--- src/hw/rtl/hsv2rgb_pkg.sv ---
// Package for the HSV to RGB pixel unit: field widths, sector codes,
// divisor constants and the structs passed between pipeline stages.
// No dependencies.
`timescale 1ns / 1ps
`default_nettype none

package hsv2rgb_pkg;

    // Field and internal widths
    localparam int HUE_W  = 9;
    localparam int PCT_W  = 7;
    localparam int CH_W   = 8;
    localparam int RGB_W  = 3 * CH_W;
    localparam int T_W    = 6;   // ramp position 0..60
    localparam int SECT_W = 3;
    localparam int A_W    = 15;  // 255*v, up to 25500
    localparam int PZ_W   = 7;   // 100-s
    localparam int PR_W   = 13;  // s*t + 60*(100-s), up to 6000
    localparam int NR_W   = 28;  // ramp numerator, up to 153e6
    localparam int NZ_W   = 22;  // zero numerator, up to 2550000

    localparam logic [PCT_W-1:0] PCT_MAX  = 7'd100;
    localparam logic [HUE_W-1:0] HUE_FULL = 9'd360;

    // Divisors of the three channel formulas
    localparam int DIV_FULL = 100;
    localparam int DIV_ZERO = 10000;
    localparam int DIV_RAMP = 600000;

    // 60-degree sector codes
    localparam logic [SECT_W-1:0] SECT_RED_YEL = 3'd0;
    localparam logic [SECT_W-1:0] SECT_YEL_GRN = 3'd1;
    localparam logic [SECT_W-1:0] SECT_GRN_CYN = 3'd2;
    localparam logic [SECT_W-1:0] SECT_CYN_BLU = 3'd3;
    localparam logic [SECT_W-1:0] SECT_BLU_MAG = 3'd4;
    localparam logic [SECT_W-1:0] SECT_MAG_RED = 3'd5;

    typedef logic [SECT_W-1:0] sector_t;

    // Load enables of a two-register section
    typedef struct packed {
        logic load_a;
        logic load_b;
    } stage_en_t;

    // Output of the normalize section
    typedef struct packed {
        logic [T_W-1:0]   t;
        logic [A_W-1:0]   a;
        logic [PZ_W-1:0]  p_zero;
        logic [PCT_W-1:0] sat;
        sector_t          sector;
    } norm_t;

    // Output of the product section: three numerators and the sector
    typedef struct packed {
        logic [NR_W-1:0] n_ramp;
        logic [NZ_W-1:0] n_zero;
        logic [A_W-1:0]  n_full;
        sector_t         sector;
    } prod_t;

endpackage

`default_nettype wire

--- src/hw/rtl/hsv2rgb_if.sv ---
// Valid/ready channel interfaces of the HSV to RGB pixel unit.
// Depends on hsv2rgb_pkg.
`timescale 1ns / 1ps
`default_nettype none

interface hsv2rgb_in_if
    import hsv2rgb_pkg::*;
();
    logic             valid;
    logic             ready;
    logic [HUE_W-1:0] hue_degrees;
    logic [PCT_W-1:0] saturation_pct;
    logic [PCT_W-1:0] value_pct;

    modport source (output valid, output hue_degrees, output saturation_pct,
                    output value_pct, input ready);
    modport sink   (input valid, input hue_degrees, input saturation_pct,
                    input value_pct, output ready);
endinterface

interface hsv2rgb_out_if
    import hsv2rgb_pkg::*;
();
    logic             valid;
    logic             ready;
    logic [RGB_W-1:0] rgb_packed;

    modport source (output valid, output rgb_packed, input ready);
    modport sink   (input valid, input rgb_packed, output ready);
endinterface

`default_nettype wire

--- src/hw/rtl/hsv_to_rgb_pixel_unit.sv ---
// Top level of the HSV to RGB pixel unit. Uses hsv2rgb_pkg, the channel
// interfaces, hsv2rgb_norm, hsv2rgb_prod and hsv2rgb_cdiv.
`timescale 1ns / 1ps
`default_nettype none

// Converts one HSV pixel (hue 0..360 degrees, saturation and value in
// percent, clamped at 100) to a packed RGB word, red in bits 23..16, green
// 15..8, blue 7..0, each channel the exact floor of 255*(channel+m). The
// unit is a seven-stage pipeline: normalize (2), products (2), constant
// dividers (2) and the output register with the sector mux (1). It takes
// one pixel per clock unless a stalled output has filled every stage.
// Each stage holds its item until the next one frees up, so a stalled
// output fills the empty stages before the input stops taking pixels;
// results come out in input order.

module hsv_to_rgb_pixel_unit
    import hsv2rgb_pkg::*;
(
    input  wire logic     clk,
    input  wire logic     rst_n,
    hsv2rgb_in_if.sink    pix_in,
    hsv2rgb_out_if.source pix_out
);

    localparam int NSTG = 7;

    logic [NSTG-1:0] valid_reg;
    logic [NSTG-1:0] valid_next;
    logic [NSTG-1:0] en;

    stage_en_t en_norm;
    stage_en_t en_prod;
    stage_en_t en_div;

    norm_t norm;
    prod_t prod;

    logic [CH_W-1:0] full_q;
    logic [CH_W-1:0] zero_q;
    logic [CH_W-1:0] ramp_q;

    sector_t          sect_e_reg;
    sector_t          sect_f_reg;
    logic [RGB_W-1:0] rgb_next;
    logic [RGB_W-1:0] rgb_reg;

    // Stage enables: a stage loads when it is empty or its successor loads
    always_comb
    begin
        en[NSTG-1] = !valid_reg[NSTG-1] || pix_out.ready;
        for (int i = NSTG - 2; i >= 0; i--)
            en[i] = !valid_reg[i] || en[i+1];
    end

    assign valid_next = {valid_reg[NSTG-2:0], pix_in.valid};

    always_ff @(posedge clk or negedge rst_n)
    begin
        if (!rst_n)
            valid_reg <= '0;
        else
        begin
            for (int i = 0; i < NSTG; i++)
                if (en[i])
                    valid_reg[i] <= valid_next[i];
        end
    end

    assign pix_in.ready = en[0];

    assign en_norm = '{load_a: en[0], load_b: en[1]};
    assign en_prod = '{load_a: en[2], load_b: en[3]};
    assign en_div  = '{load_a: en[4], load_b: en[5]};

    // Normalize and product sections
    hsv2rgb_norm u_norm (
        .clk            (clk),
        .en             (en_norm),
        .hue_degrees    (pix_in.hue_degrees),
        .saturation_pct (pix_in.saturation_pct),
        .value_pct      (pix_in.value_pct),
        .norm           (norm)
    );

    hsv2rgb_prod u_prod (
        .clk  (clk),
        .en   (en_prod),
        .norm (norm),
        .prod (prod)
    );

    // Constant dividers, one per channel kind
    hsv2rgb_cdiv #(.NW(A_W), .DIVISOR(DIV_FULL)) u_div_full (
        .clk (clk),
        .en  (en_div),
        .num (prod.n_full),
        .quo (full_q)
    );

    hsv2rgb_cdiv #(.NW(NZ_W), .DIVISOR(DIV_ZERO)) u_div_zero (
        .clk (clk),
        .en  (en_div),
        .num (prod.n_zero),
        .quo (zero_q)
    );

    hsv2rgb_cdiv #(.NW(NR_W), .DIVISOR(DIV_RAMP)) u_div_ramp (
        .clk (clk),
        .en  (en_div),
        .num (prod.n_ramp),
        .quo (ramp_q)
    );

    // Sector follows the divider stages
    always_ff @(posedge clk)
    begin
        if (en[4])
            sect_e_reg <= prod.sector;
        if (en[5])
            sect_f_reg <= sect_e_reg;
    end

    // Output stage: place chroma, ramp and zero channels by sector
    always_comb
    begin
        unique case (sect_f_reg)
            SECT_RED_YEL: rgb_next = {full_q, ramp_q, zero_q};
            SECT_YEL_GRN: rgb_next = {ramp_q, full_q, zero_q};
            SECT_GRN_CYN: rgb_next = {zero_q, full_q, ramp_q};
            SECT_CYN_BLU: rgb_next = {zero_q, ramp_q, full_q};
            SECT_BLU_MAG: rgb_next = {ramp_q, zero_q, full_q};
            default:      rgb_next = {full_q, zero_q, ramp_q};
        endcase
    end

    always_ff @(posedge clk)
    begin
        if (en[NSTG-1])
            rgb_reg <= rgb_next;
    end

    assign pix_out.valid      = valid_reg[NSTG-1];
    assign pix_out.rgb_packed = rgb_reg;

`ifndef SYNTH
    // Input stalls only when every stage holds an item
    a_stall_full: assert property (@(posedge clk) disable iff (!rst_n)
        !pix_in.ready |-> (&valid_reg))
        else $error("input stalled with an empty stage");

    // Chroma >= ramp >= zero channel for every valid divider result
    a_chan_order: assert property (@(posedge clk) disable iff (!rst_n)
        valid_reg[5] |-> ((full_q >= ramp_q) && (ramp_q >= zero_q)))
        else $error("channel ordering violated");

    // A new result only comes from a filled divider stage
    a_out_source: assert property (@(posedge clk) disable iff (!rst_n)
        $rose(pix_out.valid) |-> $past(valid_reg[5]))
        else $error("output valid without a source item");
`endif

endmodule

`default_nettype wire

--- src/hw/rtl/hsv2rgb_norm.sv ---
// Normalize section: clamp, hue wrap, sector decode, ramp position and
// the 255*v and 100-s terms. Two register stages. Depends on hsv2rgb_pkg.
`timescale 1ns / 1ps
`default_nettype none

module hsv2rgb_norm
    import hsv2rgb_pkg::*;
(
    input  wire logic             clk,
    input  wire stage_en_t        en,
    input  wire logic [HUE_W-1:0] hue_degrees,
    input  wire logic [PCT_W-1:0] saturation_pct,
    input  wire logic [PCT_W-1:0] value_pct,
    output norm_t                 norm
);

    localparam logic [HUE_W-1:0] H60  = 9'd60;
    localparam logic [HUE_W-1:0] H120 = 9'd120;
    localparam logic [HUE_W-1:0] H180 = 9'd180;
    localparam logic [HUE_W-1:0] H240 = 9'd240;
    localparam logic [HUE_W-1:0] H300 = 9'd300;

    logic [PCT_W-1:0] sat_clamp;
    logic [PCT_W-1:0] val_clamp;
    logic [HUE_W-1:0] hue_wrap;
    sector_t          sect_dec;

    logic [PCT_W-1:0] sat_a_reg;
    logic [PCT_W-1:0] val_a_reg;
    logic [HUE_W-1:0] hue_a_reg;
    sector_t          sect_a_reg;

    logic [HUE_W-1:0] pos_base;
    logic [PCT_W-1:0] pos;
    norm_t            norm_next;
    norm_t            norm_reg;

    // Stage A: clamp percentages, wrap hue, pick the sector
    assign sat_clamp = (saturation_pct > PCT_MAX) ? PCT_MAX : saturation_pct;
    assign val_clamp = (value_pct > PCT_MAX) ? PCT_MAX : value_pct;
    assign hue_wrap  = (hue_degrees >= HUE_FULL) ? (hue_degrees - HUE_FULL) : hue_degrees;

    always_comb
    begin
        if (hue_wrap < H60)
            sect_dec = SECT_RED_YEL;
        else if (hue_wrap < H120)
            sect_dec = SECT_YEL_GRN;
        else if (hue_wrap < H180)
            sect_dec = SECT_GRN_CYN;
        else if (hue_wrap < H240)
            sect_dec = SECT_CYN_BLU;
        else if (hue_wrap < H300)
            sect_dec = SECT_BLU_MAG;
        else
            sect_dec = SECT_MAG_RED;
    end

    always_ff @(posedge clk)
    begin
        if (en.load_a)
        begin
            sat_a_reg  <= sat_clamp;
            val_a_reg  <= val_clamp;
            hue_a_reg  <= hue_wrap;
            sect_a_reg <= sect_dec;
        end
    end

    // Stage B: hue mod 120 by sector pair, fold into 0..60
    always_comb
    begin
        unique case (sect_a_reg) inside
            SECT_RED_YEL, SECT_YEL_GRN: pos_base = '0;
            SECT_GRN_CYN, SECT_CYN_BLU: pos_base = H120;
            default:                    pos_base = H240;
        endcase
    end

    assign pos = PCT_W'(hue_a_reg - pos_base);

    always_comb
    begin
        norm_next.t      = (pos >= PCT_W'(H60)) ? T_W'(PCT_W'(H120) - pos) : T_W'(pos);
        norm_next.a      = A_W'({val_a_reg, 8'b0}) - A_W'(val_a_reg);
        norm_next.p_zero = PCT_MAX - sat_a_reg;
        norm_next.sat    = sat_a_reg;
        norm_next.sector = sect_a_reg;
    end

    always_ff @(posedge clk)
    begin
        if (en.load_b)
            norm_reg <= norm_next;
    end

    assign norm = norm_reg;

endmodule

`default_nettype wire

--- src/hw/rtl/hsv2rgb_prod.sv ---
// Product section: ramp weight s*t + 60*(100-s), then the numerators of
// the three channels. Two register stages. Depends on hsv2rgb_pkg.
`timescale 1ns / 1ps
`default_nettype none

module hsv2rgb_prod
    import hsv2rgb_pkg::*;
(
    input  wire logic      clk,
    input  wire stage_en_t en,
    input  wire norm_t     norm,
    output prod_t          prod
);

    localparam logic [PR_W-1:0] RAMP_SPAN = 13'd60;

    logic [PR_W-1:0] p_ramp_next;
    logic [NZ_W-1:0] n_zero_next;

    logic [PR_W-1:0] p_ramp_reg;
    logic [NZ_W-1:0] n_zero_reg;
    logic [A_W-1:0]  a_reg;
    sector_t         sect_c_reg;
    prod_t           prod_reg;

    // Stage C: ramp weight and zero-channel numerator
    assign p_ramp_next = PR_W'(norm.sat) * PR_W'(norm.t)
                       + PR_W'(norm.p_zero) * RAMP_SPAN;
    assign n_zero_next = NZ_W'(norm.a) * NZ_W'(norm.p_zero);

    always_ff @(posedge clk)
    begin
        if (en.load_a)
        begin
            p_ramp_reg <= p_ramp_next;
            n_zero_reg <= n_zero_next;
            a_reg      <= norm.a;
            sect_c_reg <= norm.sector;
        end
    end

    // Stage D: ramp numerator
    always_ff @(posedge clk)
    begin
        if (en.load_b)
        begin
            prod_reg.n_ramp <= NR_W'(a_reg) * NR_W'(p_ramp_reg);
            prod_reg.n_zero <= n_zero_reg;
            prod_reg.n_full <= a_reg;
            prod_reg.sector <= sect_c_reg;
        end
    end

    assign prod = prod_reg;

endmodule

`default_nettype wire

--- src/hw/rtl/hsv2rgb_cdiv.sv ---
// Floor division by a constant: reciprocal multiply, then one remainder
// check and increment. Two register stages. Depends on hsv2rgb_pkg.
`timescale 1ns / 1ps
`default_nettype none

module hsv2rgb_cdiv
    import hsv2rgb_pkg::*;
#(
    parameter int NW      = 28,
    parameter int DIVISOR = 600000
)
(
    input  wire logic          clk,
    input  wire stage_en_t     en,
    input  wire logic [NW-1:0] num,
    output logic [CH_W-1:0]    quo
);

    // floor(2^NW/DIVISOR) underestimates the quotient by at most one
    localparam int RECIP = (1 << NW) / DIVISOR;
    localparam int RW    = $clog2(RECIP + 1);

    localparam logic [NW-1:0]    DIV_C   = NW'(DIVISOR);
    localparam logic [NW+RW-1:0] RECIP_C = (NW + RW)'(RECIP);

    logic [NW+RW-1:0] prod;
    logic [CH_W-1:0]  q0_reg;
    logic [NW-1:0]    num_reg;
    logic [NW-1:0]    q_times_d;
    logic [NW-1:0]    rem;
    logic [CH_W-1:0]  quo_reg;

    // Estimate
    assign prod = (NW + RW)'(num) * RECIP_C;

    always_ff @(posedge clk)
    begin
        if (en.load_a)
        begin
            q0_reg  <= prod[NW +: CH_W];
            num_reg <= num;
        end
    end

    // Correct: bump when the remainder still holds a whole divisor
    assign q_times_d = NW'(q0_reg) * DIV_C;
    assign rem       = num_reg - q_times_d;

    always_ff @(posedge clk)
    begin
        if (en.load_b)
            quo_reg <= q0_reg + CH_W'(rem >= DIV_C);
    end

    assign quo = quo_reg;

endmodule

`default_nettype wire

--- src/flat_wrapper.sv ---
// flat-port wrapper written by rule: the top's interface ports become plain ports
module hsv_to_rgb_pixel_unit_flat import hsv2rgb_pkg::*;
  (clk, rst_n, pix_in_valid, pix_in_hue_degrees, pix_in_saturation_pct, pix_in_value_pct, pix_in_ready, pix_out_valid, pix_out_rgb_packed, pix_out_ready);
  hsv2rgb_in_if pix_in_i ();
  hsv2rgb_out_if pix_out_i ();
  input  wire logic clk;
  input  wire logic rst_n;
  input wire logic [$bits(pix_in_i.valid)-1:0] pix_in_valid;
  input wire logic [$bits(pix_in_i.hue_degrees)-1:0] pix_in_hue_degrees;
  input wire logic [$bits(pix_in_i.saturation_pct)-1:0] pix_in_saturation_pct;
  input wire logic [$bits(pix_in_i.value_pct)-1:0] pix_in_value_pct;
  output wire logic [$bits(pix_in_i.ready)-1:0] pix_in_ready;
  output wire logic [$bits(pix_out_i.valid)-1:0] pix_out_valid;
  output wire logic [$bits(pix_out_i.rgb_packed)-1:0] pix_out_rgb_packed;
  input wire logic [$bits(pix_out_i.ready)-1:0] pix_out_ready;
  assign pix_in_i.valid = pix_in_valid;
  assign pix_in_i.hue_degrees = pix_in_hue_degrees;
  assign pix_in_i.saturation_pct = pix_in_saturation_pct;
  assign pix_in_i.value_pct = pix_in_value_pct;
  assign pix_in_ready = pix_in_i.ready;
  assign pix_out_valid = pix_out_i.valid;
  assign pix_out_rgb_packed = pix_out_i.rgb_packed;
  assign pix_out_i.ready = pix_out_ready;
  hsv_to_rgb_pixel_unit u_core (.clk(clk), .rst_n(rst_n), .pix_in(pix_in_i), .pix_out(pix_out_i));
endmodule
--- config.mk ---
export PLATFORM = sky130hd
export DESIGN_NAME = hsv_to_rgb_pixel_unit_flat
export DESIGN_NICKNAME = d
export VERILOG_FILES = /design/src/hw/rtl/hsv2rgb_pkg.sv /design/src/hw/rtl/hsv2rgb_if.sv /design/src/hw/rtl/hsv_to_rgb_pixel_unit.sv /design/src/hw/rtl/hsv2rgb_norm.sv /design/src/hw/rtl/hsv2rgb_prod.sv /design/src/hw/rtl/hsv2rgb_cdiv.sv /design/src/flat_wrapper.sv
export SDC_FILE = /design/constraint.sdc
export NUM_CORES = 2
export LEC_CHECK = 0
export BUFFER_PORTS_ARGS = -buffer_cell sky130_fd_sc_hd__buf_2
export CORE_MARGIN = 4
export CORE_UTILIZATION = 45
export DETAILED_ROUTE_END_ITERATION = 6
export SETUP_SLACK_MARGIN = 0.4
export SKIP_LAST_GASP = 1
export SLEW_MARGIN = 15
export SYNTH_ARGS = -nofsm -noshare
export SYNTH_HDL_FRONTEND = slang
export SYNTH_SLANG_ARGS = --single-unit
--- constraint.sdc ---
create_clock -name clk -period 8.9 [get_ports clk]
set_input_delay 1.335 -clock clk [delete_from_list [all_inputs] [get_ports clk]]
set_output_delay 1.335 -clock clk [all_outputs]
set_load 0.1 [all_outputs]
==> tab_implementation.tex <==
\begin{tabular}{lr}
\hline
Metric & Value \\
\hline
\multicolumn{2}{l}{\textbf{Outcome}} \\
\quad Status & completed \\
\multicolumn{2}{l}{\textbf{Critical path}} \\
\quad R2r setup slk & 1.59 ns \\
\quad CP max stage delay & between 0.5 and 0.6 ns \\
\quad Data arrival time at the worst-slack endpoint & 7.62 ns \\
\quad Top fanout value on the critical path & 9 \\
\quad Element type at the critical path end & flip-flop \\
\quad CP cell instances & fa\_1 -> inv\_1 -> fa\_1 -> inv\_1 -> fa\_1 -> fa\_1 -> ha\_1 -> o21a\_1 -> a2111oi\_0 -> o31ai\_1 -> a21o\_1 -> a21oi\_1 -> xor2\_1 -> ha\_1 -> a21o\_1 -> a2111oi\_0 -> a31oi\_1 -> xor2\_1 -> nor4\_1 -> nand4\_1 -> ha\_1 -> and2\_1 -> nand4\_1 -> xnor2\_1 \\
\quad Element type at the critical path start & flip-flop \\
\quad Standard cell with the maximum stage delay on the critical path & fa\_1 \\
\quad Worst setup path category & reg2reg \\
\quad Most common cell on crit path & fa\_1 \\
\quad WP data required & just over 9 ns \\
\multicolumn{2}{l}{\textbf{Synth}} \\
\quad Async set or reset register ratio after synthesis & approximately 2.2\% \\
\quad Unique cell type count in the Yosys netlist & between 70 and 80 \\
\quad Post-synth net total & around 4800 \\
\quad Netlist area before placement & 38520 um2 \\
\quad Post-Synthesis Cells & roughly 3700 \\
\quad Post-synthesis sequential area ratio & 24.85\% \\
\quad Number of enable flip-flop cells after synthesis & about 310 \\
\quad Flop and latch count out of synthesis & 320 \\
\quad Mean post-synth cell area & roughly 10 um2 \\
\quad Synth Warn \# & 0 \\
\quad Top flip-flop cell by instance count after synthesis & edfxtp\_1 \\
\multicolumn{2}{l}{\textbf{Floorplanning}} \\
\quad Horizontal extent of the die & 300.6 um \\
\quad Core area & around 85000 um2 \\
\quad I/O pin total & 53 \\
\quad Die Area & about 90000 um2 \\
\quad Number of placement rows & 107 \\
\quad Starting Density & 45.32\% \\
\quad Die Y-Extent & 300.6 um \\
\multicolumn{2}{l}{\textbf{GRT}} \\
\quad Via count of the first global-routing pass & 25559 \\
\quad GR Layer Usage met3 & 2.235\% \\
\quad First-pass GRT wire length & approximately 130000 um \\
\quad Total gr overflow & 0 \\
\quad All-layer global routing usage & $\sim$17\% \\
\quad Most used routing layer & met2 \\
\quad Pin count of the biggest net entering global routing & slightly below 70 \\
\quad Number of antenna violations at the first check in global routing & 0 \\
\quad Met1 usage in global routing & about a quarter \\
\quad Met2 global-route usage & between 20 and 30\% \\
\multicolumn{2}{l}{\textbf{Finish}} \\
\quad Number of nets at the end of the flow & 4835 \\
\quad Multi-input combinational cell area & about 26000 um2 \\
\quad Max reg flops & just under 70 \\
\quad Share of cells above drive strength 1 & between 4 and 5\% \\
\quad Antenna cell count & 0 \\
\quad Layout overhead on the synthesized area & 7.506\% \\
\quad Filler Cell Count & slightly below 8000 \\
\quad Register area & 9574 um2 \\
\multicolumn{2}{l}{\textbf{Min path}} \\
\quad Worst min-delay path class & reg2reg \\
\multicolumn{2}{l}{\textbf{Clock network}} \\
\quad Setup Fix Bufs, Post-CTS & 0 \\
\quad Quantity of gates resized following cts & 0 \\
\quad TritonCTS clock tree & yes \\
\quad CTS sink count & 320 \\
\quad CTS root buf & clkbuf\_16 \\
\quad Bufs on Longest Clock Path & 3 \\
\quad CTS clk-pin slew, worst paths & approximately 0.060 ns \\
\quad Hold buffers post-CTS & 0 \\
\quad Worst-skew pair later-pin latency & $\sim$0.56 ns \\
\quad Cts bufs inserted & $\sim$40 \\
\quad CTS H-Tree Depth & 2 \\
\multicolumn{2}{l}{\textbf{Place}} \\
\quad Port bufs & 52 \\
\quad DP HPWL & around 61000 um \\
\quad Routability congestion estimate from global placement & roughly 0.82 \\
\quad Place WS & about 1.6 ns \\
\multicolumn{2}{l}{\textbf{Routing}} \\
\quad Starting DRC count in detailed routing & 1081 \\
\quad Average detailed-routed wire length per instance & between 10 and 15 um \\
\quad Post-route ant nets & 0 \\
\quad Pre-Repair DR Iteration Count & 5 \\
\quad Routed wire length & between 70000 and 80000 um \\
\quad Post-DR vias/cell & 4.986 \\
\quad Via count & between 20000 and 25000 \\
\quad Final routed DRC violation total & 0 \\
\multicolumn{2}{l}{\textbf{STA}} \\
\quad Slew at the pin with the worst max-slew slack & approximately 1.0 ns \\
\quad Number of pins exceeding their max-slew limit in the final report & 0 \\
\quad Unrepaired setup endpoints after global routing & no \\
\quad FMAX & 0.1368 GHz \\
\quad Final critical-path setup slack & 1.588 ns \\
\quad Setup TNS Final & 0 ns \\
\quad Final clock skew & 0.02459 ns \\
\quad Time the final worst path needs with I/O delays and setup & $\sim$7.3 ns \\
\quad Final clock period utilization by the worst path & slightly above 80\% \\
\quad WHS & about 0.41 ns \\
\quad Tightest slew margin relative to the limit & $\sim$30\% \\
\quad Count of final setup violators & 0 \\
\quad Final Hold Violating Endpoints & 0 \\
\multicolumn{2}{l}{\textbf{Run}} \\
\quad Maximum capacitance violations & 0 \\
\hline
\end{tabular}
-- final timing paths --
| check | startpoint | cells past startpoint | endpoint |
|---|---|---|---|
| max reg2reg | u_core.u_div_ramp.q0_reg[5] | 24 | u_core.u_div_ramp.quo[7] |
| max in group asynchronous | rst_n | 1 | u_core.valid_reg[2] |
| min | u_core.sect_e_reg[2] | 0 | u_core.sect_f_reg[2] |
| min reg2reg | u_core.sect_e_reg[2] | 0 | u_core.sect_f_reg[2] |
| min in group asynchronous | rst_n | 1 | u_core.valid_reg[6] |
| max | u_core.u_div_ramp.q0_reg[5] | 24 | u_core.u_div_ramp.quo[7] |
-- final cells by class --
type,count,share of cell area [%]
tap,1144,3.456
timing repair buffer,64,0.8459
clock inverter,21,0.5106
multi-input combinational,2528,62.24
sequential,320,23.12
inverter,786,7.124
clock buffer,53,2.707
-- layout by cell type (no fill, tap or decap), drive strengths merged, types with 28 or more instances in the layout --
cell type    n
inv        792
ha         569
fa         498
nand2      322
edfxtp     313
and2       132
a21oi      132
o21ai      126
xnor2      115
nor2       110
buf         64
xor2        59
clkbuf      53
a21o        39
nor2b       37
nand2b      37
o21a        28
-- critical path: cells and delay by family, from the launching register on --
family	cells	cell delay (ns)
AOI/OAI and AO/OA	8	2.13
adders and majority gates	7	2.99
DFF	1	0.53
xor gates and xnor gates	3	0.40
and+or+nand+nor	4	0.86
buffers and inverters	2	0.14
-- kinds of logic (layout without fill, tap and decap cells) --
kind of cell    count (synthesis)  after routing  share of synthesized area [%]
compound gates                508            508                          8.620
simple gates                  766            766                          9.555
buf+inv                       851            924                          8.295
xor+xnor                      174            174                          3.975
mux                            13             13                         0.3443
flops                         320            320                          24.85
fa+ha+maj                    1067           1067                          44.36
-- stage by stage --
stage / util, % / cell area (um2) / std cells
after CTS: 48.71 / 41410 / 4916
after global routing: 48.72 / 41420 / 4916
after floorplan: - / 38520 / 3699
final: 48.72 / 41420 / 4916
after detailed placement: 47.15 / 40080 / 4842
after global placement: 47.15 / 40080 / 4842
-- cells in the mapped netlist, drive strengths merged, types with 10 or more instances --
master,number,area [um2]
or3,10,62.56
nor2,110,412.9
clkbuf,63,236.5
o21a,28,217.7
mux2i,11,110.1
o22ai,14,87.58
a21oi,132,664.4
or2,11,68.82
and2,132,825.8
a221oi,10,93.84
and3,11,68.82
o21ai,126,630.6
nand4,20,125.1
fa,498,9970
a31oi,16,100.1
nand3,27,135.1
nor3,27,140.1
o21bai,21,157.7
a211oi,23,177.7
nand2,322,1209
inv,786,2950
o211ai,19,152.6
a21o,39,292.8
ha,569,7119
xnor2,115,1007
xor2,59,524.3
nand2b,37,231.5
nor2b,37,231.5
edfxtp,313,9399
-- metal layers --
metal,vias up,wire length (um)
li1,12194,-
met4,0,1228
met5,-,0
met2,305,33910
met3,75,2538
met1,11937,35970
Power is not shown: default switching activity piles up to over one toggle a cycle in this logic, so the estimate is an artifact.
